$ cat config.mk
export PLATFORM = sky130hd
export DESIGN_NAME = anisotropy_easy_axis_search_top
export DESIGN_NICKNAME = d
export VERILOG_FILES = /design/src/sv/aeas_pkg.sv /design/src/sv/aeas_mul.sv /design/src/sv/aeas_trig.sv /design/src/sv/anisotropy_easy_axis_search_top.sv
export SDC_FILE = /design/constraint.sdc
export NUM_CORES = 2
export LEC_CHECK = 0
export BUFFER_PORTS_ARGS = -buffer_cell sky130_fd_sc_hd__buf_4
export CAP_MARGIN = 20
export CORE_MARGIN = 5
export CORE_UTILIZATION = 40
export CTS_BUF_LIST = sky130_fd_sc_hd__clkbuf_2
export CTS_CLUSTER_SIZE = 12
export DETAILED_ROUTE_END_ITERATION = 7
export SETUP_SLACK_MARGIN = 0.5
export SYNTH_ARGS = -nofsm -noshare
export SYNTH_HDL_FRONTEND = slang
export SYNTH_SLANG_ARGS = --single-unit
$ cat constraint.sdc
create_clock -name i_clk -period 16.04 [get_ports i_clk]
set_input_delay 3.208 -clock i_clk [delete_from_list [all_inputs] [get_ports i_clk]]
set_output_delay 3.208 -clock i_clk [all_outputs]
set_load 0.1 [all_outputs]
$ cat src/sv/aeas_pkg.sv
// shared types, constants and sine lookup for the easy-axis search block
package aeas_pkg;

    // widths of the fixed word fields
    localparam int WORD_W           = 32;
    localparam int TENSOR_WIDTH_DEF = 32;
    localparam int SINE_ENTRIES     = 91;
    localparam int SINE_IDX_W       = 7;
    localparam int TRIG_W           = 16;
    localparam int TRIG_FRAC        = 15;
    localparam int MUL_W            = 32;
    localparam int PROD_W           = 64;
    localparam int MIN_W            = 48;
    localparam int E_SHIFT          = 30;
    localparam int POL_W            = 8;
    localparam int AZI_W            = 9;
    localparam int SWEEP_W          = 10;
    localparam int CFG_W            = 8;

    // sweep limits in degrees
    localparam logic [SWEEP_W-1:0] DEG_90  = 10'd90;
    localparam logic [SWEEP_W-1:0] DEG_180 = 10'd180;
    localparam logic [SWEEP_W-1:0] DEG_270 = 10'd270;
    localparam logic [SWEEP_W-1:0] DEG_360 = 10'd360;

    // grid step after reset
    localparam logic [CFG_W-1:0] STEP_RESET = 8'd5;

    // energy start bound, 10000.0 in Q16.16
    localparam logic signed [WORD_W-1:0] START_BOUND_Q16 = 32'sd655360000;
    localparam logic signed [MIN_W-1:0]  START_BOUND     = 48'sd655360000;

    // quarter-wave sine, Q1.15, top entry saturated
    localparam logic [TRIG_W-1:0] SINE_ROM [SINE_ENTRIES] = '{
            0,   572,  1144,  1715,  2286,  2856,  3425,  3993,  4560,  5126,
         5690,  6252,  6813,  7371,  7927,  8481,  9032,  9580, 10126, 10668,
        11207, 11743, 12275, 12803, 13328, 13848, 14365, 14876, 15384, 15886,
        16384, 16877, 17364, 17847, 18324, 18795, 19261, 19720, 20174, 20622,
        21063, 21498, 21926, 22348, 22763, 23170, 23571, 23965, 24351, 24730,
        25102, 25466, 25822, 26170, 26510, 26842, 27166, 27482, 27789, 28088,
        28378, 28660, 28932, 29197, 29452, 29698, 29935, 30163, 30382, 30592,
        30792, 30983, 31164, 31336, 31499, 31651, 31795, 31928, 32052, 32166,
        32270, 32365, 32449, 32524, 32588, 32643, 32688, 32723, 32748, 32763,
        32767
    };

    // input word
    typedef struct packed {
        logic signed [WORD_W-1:0] k_xx;
        logic signed [WORD_W-1:0] k_xy;
        logic signed [WORD_W-1:0] k_xz;
        logic signed [WORD_W-1:0] k_yy;
        logic signed [WORD_W-1:0] k_yz;
        logic signed [WORD_W-1:0] k_zz;
        logic signed [WORD_W-1:0] site_height;
    } t_in_word;

    // result word
    typedef struct packed {
        logic        [POL_W-1:0]  best_polar;
        logic        [AZI_W-1:0]  best_azimuth;
        logic signed [WORD_W-1:0] best_energy;
        logic signed [TRIG_W-1:0] axis_cosine;
        logic signed [WORD_W-1:0] height_echo;
        logic                     found;
    } t_out_word;

    // grid point angles
    typedef struct packed {
        logic [POL_W-1:0] polar;
        logic [AZI_W-1:0] azimuth;
    } t_angle;

    // trig values of one grid point
    typedef struct packed {
        logic signed [TRIG_W-1:0] sp;
        logic signed [TRIG_W-1:0] cp;
        logic signed [TRIG_W-1:0] sa;
        logic signed [TRIG_W-1:0] ca;
    } t_trig;

    // sine of a whole-degree angle below 450, folded by quadrant
    function automatic logic signed [TRIG_W-1:0] sin_deg(input logic [SWEEP_W-1:0] d_in);
        logic [SWEEP_W-1:0]    d;
        logic [SINE_IDX_W-1:0] idx;
        logic                  neg;
        d = (d_in >= DEG_360) ? d_in - DEG_360 : d_in;
        priority if (d <= DEG_90) begin
            idx = d[SINE_IDX_W-1:0];
            neg = 1'b0;
        end else if (d <= DEG_180) begin
            idx = SINE_IDX_W'(DEG_180 - d);
            neg = 1'b0;
        end else if (d <= DEG_270) begin
            idx = SINE_IDX_W'(d - DEG_180);
            neg = 1'b1;
        end else begin
            idx = SINE_IDX_W'(DEG_360 - d);
            neg = 1'b1;
        end
        return neg ? -signed'(SINE_ROM[idx]) : signed'(SINE_ROM[idx]);
    endfunction

    // cosine as a quarter-turn shifted sine
    function automatic logic signed [TRIG_W-1:0] cos_deg(input logic [SWEEP_W-1:0] d_in);
        logic [SWEEP_W-1:0] d;
        d = (d_in >= DEG_360) ? d_in - DEG_360 : d_in;
        return sin_deg(d + DEG_90);
    endfunction

endpackage

$ cat src/sv/aeas_mul.sv
// shared signed multiplier with registered product
module aeas_mul (
    input  logic                                 i_clk,
    input  logic signed [aeas_pkg::MUL_W-1:0]    i_a,
    input  logic signed [aeas_pkg::MUL_W-1:0]    i_b,
    output logic signed [aeas_pkg::PROD_W-1:0]   o_prod
);
    import aeas_pkg::*;

    logic signed [PROD_W-1:0] r_prod;

    // one product per cycle
    always_ff @(posedge i_clk) begin
        r_prod <= PROD_W'(i_a) * PROD_W'(i_b);
    end

    assign o_prod = r_prod;

endmodule

$ cat src/sv/aeas_trig.sv
// registered sine and cosine lookup for one grid point
module aeas_trig (
    input  logic             i_clk,
    input  logic             i_load,
    input  aeas_pkg::t_angle i_ang,
    output aeas_pkg::t_trig  o_trig
);
    import aeas_pkg::*;

    t_trig r_trig;

    // four rom reads, held for the whole point
    always_ff @(posedge i_clk) begin
        if (i_load) begin
            r_trig.sp <= sin_deg(SWEEP_W'(i_ang.polar));
            r_trig.cp <= cos_deg(SWEEP_W'(i_ang.polar));
            r_trig.sa <= sin_deg(SWEEP_W'(i_ang.azimuth));
            r_trig.ca <= cos_deg(SWEEP_W'(i_ang.azimuth));
        end
    end

    assign o_trig = r_trig;

endmodule

$ cat src/sv/anisotropy_easy_axis_search_top.sv
// top level: sweep sequencer, accumulator and minimum tracking
// Usage: drive i_item and raise start; the word is taken at the clock edge where
// start is high and busy is low. busy then stays high for the whole sweep.
// Grid step: write i_cfg_data with i_cfg_valid while the block is idle; o_cfg_ready
// is always high. A step of zero counts as one; reset loads a step of 5.
// Each grid point is worked through on one shared 32x32 multiplier: a trig
// lookup, two products for the in-plane direction, six quadratic terms each
// followed by its tensor product, a final add and the compare.
// With P = 180/s + 1 polar and A = 360/s + 1 azimuth points (integer division),
// the sweep covers P x A grid points, 1 x 2 for steps above 180. The result
// strobe o_result_strobe is raised from the finish state after the last compare.
// busy drops in the strobe cycle, so a new word may be
// started while the result is shown.
// o_result is valid for exactly one cycle with o_result_strobe; the receiver
// cannot stall it. Reset (synchronous, active low) returns to idle and drops
// any sweep in progress without a result.
module anisotropy_easy_axis_search_top #(
    parameter int TENSOR_WIDTH = aeas_pkg::TENSOR_WIDTH_DEF
) (
    input  logic                        i_clk,
    input  logic                        i_rst_n,
    input  logic                        start,
    output logic                        busy,
    input  aeas_pkg::t_in_word          i_item,
    output logic                        o_result_strobe,
    output aeas_pkg::t_out_word         o_result,
    input  logic                        i_cfg_valid,
    output logic                        o_cfg_ready,
    input  logic [aeas_pkg::CFG_W-1:0]  i_cfg_data
);
    import aeas_pkg::*;

    localparam int KW = (TENSOR_WIDTH >= WORD_W) ? WORD_W : TENSOR_WIDTH;

    // sequencer states
    localparam logic [1:0] S_IDLE = 2'd0;
    localparam logic [1:0] S_RUN  = 2'd1;
    localparam logic [1:0] S_FIN  = 2'd2;

    // steps within one grid point
    localparam int STEP_W = 5;
    localparam logic [STEP_W-1:0] ST_LOOK     = 5'd0;
    localparam logic [STEP_W-1:0] ST_CA_SP    = 5'd1;
    localparam logic [STEP_W-1:0] ST_SA_SP    = 5'd2;
    localparam logic [STEP_W-1:0] ST_XX       = 5'd3;
    localparam logic [STEP_W-1:0] ST_K_XX     = 5'd4;
    localparam logic [STEP_W-1:0] ST_YY       = 5'd5;
    localparam logic [STEP_W-1:0] ST_K_YY     = 5'd6;
    localparam logic [STEP_W-1:0] ST_ZZ       = 5'd7;
    localparam logic [STEP_W-1:0] ST_K_ZZ     = 5'd8;
    localparam logic [STEP_W-1:0] ST_XY       = 5'd9;
    localparam logic [STEP_W-1:0] ST_K_XY     = 5'd10;
    localparam logic [STEP_W-1:0] ST_XZ       = 5'd11;
    localparam logic [STEP_W-1:0] ST_K_XZ     = 5'd12;
    localparam logic [STEP_W-1:0] ST_YZ       = 5'd13;
    localparam logic [STEP_W-1:0] ST_K_YZ     = 5'd14;
    localparam logic [STEP_W-1:0] ST_ACC_LAST = 5'd15;
    localparam logic [STEP_W-1:0] ST_CMP      = 5'd16;

    // tensor slots
    localparam int K_XX = 0;
    localparam int K_XY = 1;
    localparam int K_XZ = 2;
    localparam int K_YY = 3;
    localparam int K_YZ = 4;
    localparam int K_ZZ = 5;
    localparam int K_N  = 6;

    localparam logic signed [MUL_W-1:0]  X_HALF = MUL_W'(1) << (TRIG_FRAC - 1);
    localparam logic signed [PROD_W-1:0] E_HALF = PROD_W'(1) << (E_SHIFT - 1);
    localparam logic signed [MIN_W-1:0]  E_MAX  = 48'sd2147483647;
    localparam logic signed [MIN_W-1:0]  E_MIN  = -48'sd2147483648;

    logic [1:0]               r_state, n_state;
    logic [STEP_W-1:0]        r_step, n_step;
    logic [POL_W-1:0]         r_pol, n_pol;
    logic [AZI_W-1:0]         r_azi, n_azi;
    logic [CFG_W-1:0]         r_cfg, n_cfg;
    logic                     r_found, n_found;
    logic                     r_strobe, n_strobe;
    logic signed [KW-1:0]     r_k [K_N];
    logic signed [KW-1:0]     n_k [K_N];
    logic signed [WORD_W-1:0] r_height, n_height;
    logic signed [TRIG_W-1:0] r_x, n_x, r_y, n_y;
    logic signed [PROD_W-1:0] r_acc, n_acc;
    logic signed [MIN_W-1:0]  r_min, n_min;
    logic [POL_W-1:0]         r_min_pol, n_min_pol;
    logic [AZI_W-1:0]         r_min_azi, n_min_azi;
    t_out_word                r_res, n_res;

    logic signed [MUL_W-1:0]  mul_a, mul_b;
    logic signed [PROD_W-1:0] prod;
    logic signed [MUL_W-1:0]  prod32, prod2, rnd_sum;
    logic signed [MIN_W-1:0]  e_cur;
    logic [CFG_W-1:0]         step_eff;
    logic [SWEEP_W-1:0]       nxt_pol, nxt_azi;
    t_trig                    trig;
    t_angle                   ang;
    logic                     trig_load;

    // shared multiplier and trig lookup
    aeas_mul u_mul (
        .i_clk  (i_clk),
        .i_a    (mul_a),
        .i_b    (mul_b),
        .o_prod (prod)
    );

    assign ang.polar   = r_pol;
    assign ang.azimuth = r_azi;
    assign trig_load   = (r_state == S_RUN) && (r_step == ST_LOOK);

    aeas_trig u_trig (
        .i_clk  (i_clk),
        .i_load (trig_load),
        .i_ang  (ang),
        .o_trig (trig)
    );

    // product views: low word, doubled cross term, rounded direction component
    assign prod32  = prod[MUL_W-1:0];
    assign prod2   = prod32 <<< 1;
    assign rnd_sum = prod32 + X_HALF;
    assign e_cur   = MIN_W'(r_acc >>> E_SHIFT);

    assign step_eff = (r_cfg == '0) ? CFG_W'(1) : r_cfg;
    assign nxt_pol  = SWEEP_W'(r_pol) + SWEEP_W'(step_eff);
    assign nxt_azi  = SWEEP_W'(r_azi) + SWEEP_W'(step_eff);

    // multiplier operand select per step
    always_comb begin
        unique case (r_step)
            ST_CA_SP: begin mul_a = MUL_W'(trig.ca);   mul_b = MUL_W'(trig.sp); end
            ST_SA_SP: begin mul_a = MUL_W'(trig.sa);   mul_b = MUL_W'(trig.sp); end
            ST_XX:    begin mul_a = MUL_W'(r_x);       mul_b = MUL_W'(r_x);     end
            ST_K_XX:  begin mul_a = MUL_W'(r_k[K_XX]); mul_b = prod32;          end
            ST_YY:    begin mul_a = MUL_W'(r_y);       mul_b = MUL_W'(r_y);     end
            ST_K_YY:  begin mul_a = MUL_W'(r_k[K_YY]); mul_b = prod32;          end
            ST_ZZ:    begin mul_a = MUL_W'(trig.cp);   mul_b = MUL_W'(trig.cp); end
            ST_K_ZZ:  begin mul_a = MUL_W'(r_k[K_ZZ]); mul_b = prod32;          end
            ST_XY:    begin mul_a = MUL_W'(r_x);       mul_b = MUL_W'(r_y);     end
            ST_K_XY:  begin mul_a = MUL_W'(r_k[K_XY]); mul_b = prod2;           end
            ST_XZ:    begin mul_a = MUL_W'(r_x);       mul_b = MUL_W'(trig.cp); end
            ST_K_XZ:  begin mul_a = MUL_W'(r_k[K_XZ]); mul_b = prod2;           end
            ST_YZ:    begin mul_a = MUL_W'(r_y);       mul_b = MUL_W'(trig.cp); end
            ST_K_YZ:  begin mul_a = MUL_W'(r_k[K_YZ]); mul_b = prod2;           end
            default:  begin mul_a = '0;                mul_b = '0;              end
        endcase
    end

    // sequencer and datapath next state
    always_comb begin
        n_state   = r_state;
        n_step    = r_step;
        n_pol     = r_pol;
        n_azi     = r_azi;
        n_cfg     = r_cfg;
        n_found   = r_found;
        n_strobe  = 1'b0;
        n_k       = r_k;
        n_height  = r_height;
        n_x       = r_x;
        n_y       = r_y;
        n_acc     = r_acc;
        n_min     = r_min;
        n_min_pol = r_min_pol;
        n_min_azi = r_min_azi;
        n_res     = r_res;

        // grid step write
        if (i_cfg_valid && o_cfg_ready) begin
            n_cfg = i_cfg_data;
        end

        unique case (r_state)
            S_IDLE: begin
                if (start) begin
                    n_state     = S_RUN;
                    n_step      = ST_LOOK;
                    n_pol       = '0;
                    n_azi       = '0;
                    n_found     = 1'b0;
                    n_min       = START_BOUND;
                    n_min_pol   = '0;
                    n_min_azi   = '0;
                    n_k[K_XX]   = i_item.k_xx[KW-1:0];
                    n_k[K_XY]   = i_item.k_xy[KW-1:0];
                    n_k[K_XZ]   = i_item.k_xz[KW-1:0];
                    n_k[K_YY]   = i_item.k_yy[KW-1:0];
                    n_k[K_YZ]   = i_item.k_yz[KW-1:0];
                    n_k[K_ZZ]   = i_item.k_zz[KW-1:0];
                    n_height    = i_item.site_height;
                end
            end
            S_RUN: begin
                n_step = r_step + STEP_W'(1);
                // direction components, rounded half up
                if (r_step == ST_SA_SP) begin
                    n_x = rnd_sum[TRIG_FRAC+TRIG_W-1:TRIG_FRAC];
                end
                if (r_step == ST_XX) begin
                    n_y = rnd_sum[TRIG_FRAC+TRIG_W-1:TRIG_FRAC];
                end
                // tensor products land on odd steps
                if (r_step == ST_YY) begin
                    n_acc = prod + E_HALF;
                end else if (r_step[0] && (r_step > ST_YY) && (r_step <= ST_ACC_LAST)) begin
                    n_acc = r_acc + prod;
                end
                // strict compare, then next grid point
                if (r_step == ST_CMP) begin
                    n_step = ST_LOOK;
                    if (e_cur < r_min) begin
                        n_min     = e_cur;
                        n_min_pol = r_pol;
                        n_min_azi = r_azi;
                        n_found   = 1'b1;
                    end
                    if (nxt_azi > DEG_360) begin
                        n_azi = '0;
                        if (nxt_pol > DEG_180) begin
                            n_state = S_FIN;
                        end else begin
                            n_pol = nxt_pol[POL_W-1:0];
                        end
                    end else begin
                        n_azi = nxt_azi[AZI_W-1:0];
                    end
                end
            end
            S_FIN: begin
                n_state              = S_IDLE;
                n_strobe             = 1'b1;
                n_res.best_polar     = r_min_pol;
                n_res.best_azimuth   = r_min_azi;
                n_res.height_echo    = r_height;
                n_res.found          = r_found;
                n_res.axis_cosine    = r_found ? cos_deg(SWEEP_W'(r_min_pol)) : '0;
                priority if (r_min > E_MAX) begin
                    n_res.best_energy = WORD_W'(E_MAX);
                end else if (r_min < E_MIN) begin
                    n_res.best_energy = WORD_W'(E_MIN);
                end else begin
                    n_res.best_energy = WORD_W'(r_min);
                end
            end
            default: begin
                n_state = S_IDLE;
            end
        endcase
    end

    // control registers
    always_ff @(posedge i_clk) begin
        if (!i_rst_n) begin
            r_state  <= S_IDLE;
            r_step   <= ST_LOOK;
            r_pol    <= '0;
            r_azi    <= '0;
            r_cfg    <= STEP_RESET;
            r_found  <= 1'b0;
            r_strobe <= 1'b0;
        end else begin
            r_state  <= n_state;
            r_step   <= n_step;
            r_pol    <= n_pol;
            r_azi    <= n_azi;
            r_cfg    <= n_cfg;
            r_found  <= n_found;
            r_strobe <= n_strobe;
        end
    end

    // payload registers
    always_ff @(posedge i_clk) begin
        r_k       <= n_k;
        r_height  <= n_height;
        r_x       <= n_x;
        r_y       <= n_y;
        r_acc     <= n_acc;
        r_min     <= n_min;
        r_min_pol <= n_min_pol;
        r_min_azi <= n_min_azi;
        r_res     <= n_res;
    end

    assign busy            = (r_state != S_IDLE);
    assign o_result_strobe = r_strobe;
    assign o_result        = r_res;
    assign o_cfg_ready     = 1'b1;

endmodule

==> results by group <==
Run status
  • Status: finished, violations left
  • Failing checks: design-rule violations

Clock network
  • Clk_lat worst skew: 1.83 ns
  • Number of setup buffers added after CTS: 0
  • Clock tree buffer depth: 3
  • CTS tree: built
  • Htree depth: 4
  • CTS Root Cell: clkbuf_2
  • Clock slew at reported path FFs: 0.12 ns
  • Clock sinks: 631
  • Hold_buf cts: 0
  • Inserted Clock Buffers: 175
  • Gates resized, CTS repair: 0

Floorplanning
  • Initial Util: 40.1%
  • DIE WIDTH: 449 µm
  • Core ar.: 0.192 mm²
  • # rows: 161
  • IO Pins: 337
  • Full die area: 0.202 mm²
  • Die Span Y: 449 µm

Synthesis
  • Synthesized area: 0.0771 mm²
  • Asr flop ratio synth: 0%
  • Synth cell types: 120
  • Syn Nets: 10.1k
  • Seq/Total Area, Yosys: 23.3%
  • Number of synthesized flops with an enable pin: 533
  • Syn avg cell area: 9.26 µm²
  • Yosys warning total: 0
  • Mapped Cells: 8330
  • FF+latch count, synth: 631
  • Top_reg_cell synth: edfxtp_1

Detailed routing
  • Via Count: 65.6k
  • Drt wl/cell: 25.9 µm
  • Iteration-0 DRC Markers: 8058
  • Drt total wl: 291000 µm
  • Pre-antenna DRT Iters: 8
  • ANT nets after route: 0
  • DR DRC count: 10
  • DR vias/cell: 5.84

Timing
  • Tcrit/Tclk final: 75.2%
  • Max-slew headroom: 2.37%
  • Fin. max-slew vios: 0
  • Final Hold Fails: 0
  • Highest Clock Rate: 0.0829 GHz
  • Setup Viol. Count Final: 0
  • Total negative slack: 0 ns
  • Final worst slack: 3.97 ns
  • Worst Tran Pin Value: 1.46 ns
  • Period minus WS final: 12.07 ns
  • Clock Skews: 0.171 ns
  • Unrepaired setup endpoints after global routing: no

Global routing
  • Vias in the first global route: 66.1k
  • GRT overflow: 0
  • First-pass GRT wire length: 430000 µm
  • Pin count of the biggest net entering global routing: 157
  • GRT Overall Usage: 28.3%
  • Initial antenna violation count: 21

Power
  • PwrDens: 103 mW/mm²
  • Leak: 37.6 nW
  • Switching share of power: 50.5%
  • Clk pwr share: 14.6%
  • Maximum VDD drop: 90.2 µV
  • Switching power: 4.42 mW
  • Combinational Power Share: 58.5%
  • Part of the power in registers: 26.9%
  • Int Pwr: 4.32 mW

Setup path
  • Slowest-stage cell, CP: dfxtp_1
  • Critical path data arrival time: 13.81 ns
  • CP most frequent cell: fa_1
  • Critical Path Fanout Max: 55
  • Setup Crit Path Kind: flop to flop
  • CP max stage delay: 0.80 ns
  • Startpoint Class: flop
  • Worst setup EP type: flop
  • Worst Path Required: 17.78 ns

Place
  • Setup slack at placement: 4.16 ns
  • # port buffers: 335
  • RePlAce Congestion: 1.05
  • Post-DP HPWL: 220000 µm

Cells and area
  • Fin util: 44.0%
  • Area growth syn-to-layout: 9.55%
  • Share of cells above drive strength 1: 11.7%
  • Nets@finish: 10.3k

Min path
  • Path category of the worst min-delay check: flop to flop

Flow run
  • Max cap viols: 0
-- path summary, 6_finish.rpt --
| check | start | slack, ns | to | cells past startpoint |
|---|---|---|---|---|
| setup / recovery | r_step[2]$_SDFFE_PN0P_ | 3.97 | u_mul.o_prod[63]$_DFF_P_ | 38 |
| hold / removal | r_height[2]$_DFFE_PP_ | 0.38 | o_result[3]$_DFFE_PP_ | 0 |
| setup reg to reg | r_step[2]$_SDFFE_PN0P_ | 3.97 | u_mul.o_prod[63]$_DFF_P_ | 38 |
| hold reg to reg | r_height[2]$_DFFE_PP_ | 0.38 | o_result[3]$_DFFE_PP_ | 0 |
-- cells in the final DEF, fill, tap and decap left out, types with 45 or more instances in the layout --
cell type	synthesis	routed
nand2_1	945	944
buf_4	6	509
xnor2_1	200	190
a21oi_1	383	377
clkbuf_2	0	261
inv_1	1148	1148
fa_1	1089	1089
o21ai_0	269	269
a31oi_1	60	60
nor2_1	963	946
edfxtp_1	533	533
a211oi_1	73	67
and2_1	66	66
nor3_1	96	93
nand2b_1	49	49
xor2_1	97	97
a21o_1	108	107
a222oi_1	60	60
o211ai_1	60	60
and3_1	66	66
nand3_1	154	154
a22oi_1	88	88
dfxtp_1	98	97
clkinv_1	5	45
ha_1	427	427
-- Yosys cell counts (66+ instances only) --
master / n / share of area (%)
inv_1: 1148 / 5.6
fa_1: 1089 / 28
nor2_1: 963 / 4.7
nand2_1: 945 / 4.6
edfxtp_1: 533 / 21
ha_1: 427 / 6.9
a21oi_1: 383 / 2.5
clkbuf_1: 374 / 1.8
o21ai_0: 269 / 1.7
xnor2_1: 200 / 2.3
nand3_1: 154 / 1.0
a21o_1: 108 / 1.1
dfxtp_1: 98 / 2.5
xor2_1: 97 / 1.1
nor3_1: 96 / 0.62
a22oi_1: 88 / 0.86
a211oi_1: 73 / 0.71
and2_1: 66 / 0.54
and3_1: 66 / 0.54
-- area by class of cell --
| class | instances | area, µm² |
|---|---|---|
| Fill cell | 18700 | 108000 |
| Multi-Input combinational cell | 6047 | 53300 |
| Sequential cell | 631 | 18000 |
| Inverter | 1163 | 4370 |
| Timing Repair Buffer | 513 | 3880 |
| Tap cell | 2526 | 3160 |
| Clock buffer | 261 | 1310 |
| Clock inverter | 65 | 423 |
| Antenna cell | 14 | 35.0 |
-- power groups by stage --
stage	clock (mW)	combinational, mW	sequential, mW
after global placement	0	4.89	2.37
after floorplan	0	3.39	2.19
final	1.28	5.11	2.35
after global routing	1.42	5.53	2.35
after detailed placement	0	4.96	2.37
after CTS	1.33	4.99	2.33
-- stage by stage --
step | hold WS (ns) | power (mW) | cell area (µm²) | instances
after detailed placement | 0.405 | 7.33 | 82700 | 10900
after floorplan | 0.400 | 5.57 | 77100 | 8330
after global placement | 0.400 | 7.26 | 82700 | 10900
after CTS | 0.387 | 8.65 | 84400 | 11200
final | 0.383 | 8.74 | 84500 | 11200
after global routing | 0.392 | 9.30 | 84500 | 11200
-- critical path, delay by kind of cell, from the launching register on --
family                   cells  cell delay [ns]
adder cells (fa/ha/maj)      9             4.38
AO/OA/AOI/OAI               15             3.33
AND/OR/NAND/NOR              7             1.68
buffers and inverters        6             1.63
flip-flops                   1             0.80
XOR/XNOR                     1             0.13
-- registers in the layout, indices dropped and copies added (netlist names), 9 cells and up --
| register | cells |
|---|---|
| o_result | 98 |
| r_k | 192 |
| u_trig.o_trig | 64 |
| r_acc | 64 |
| r_height | 32 |
| r_y | 16 |
| r_x | 16 |
| r_azi | 9 |
| r_min_azi | 9 |
| r_min | 34 |
| u_mul.o_prod | 64 |
-- cells by family (layout without fill, tap and decap cells) --
family | count (synthesis) | count (layout) | share of synthesized area [%]
simple gates | 2549 | 2549 | 14.3
buf+inv | 1652 | 2002 | 8.23
compound gates | 1629 | 1629 | 14.7
fa+ha+maj | 1517 | 1517 | 35.2
flops | 631 | 631 | 23.3
xor+xnor | 300 | 300 | 3.44
mux | 51 | 51 | 0.852
other cells | 1 | 15 | 0.00486
-- metal layers --
metal	global-route usage, %	vias up	part of all wire [%]
met2	42.1	3750	43
met1	35.8	32500	38
met4	16.5	16	7.0
li1	-	28400	-
met5	0	-	0.036
met3	9.68	874	12
Power figures use the tool's default switching activity.
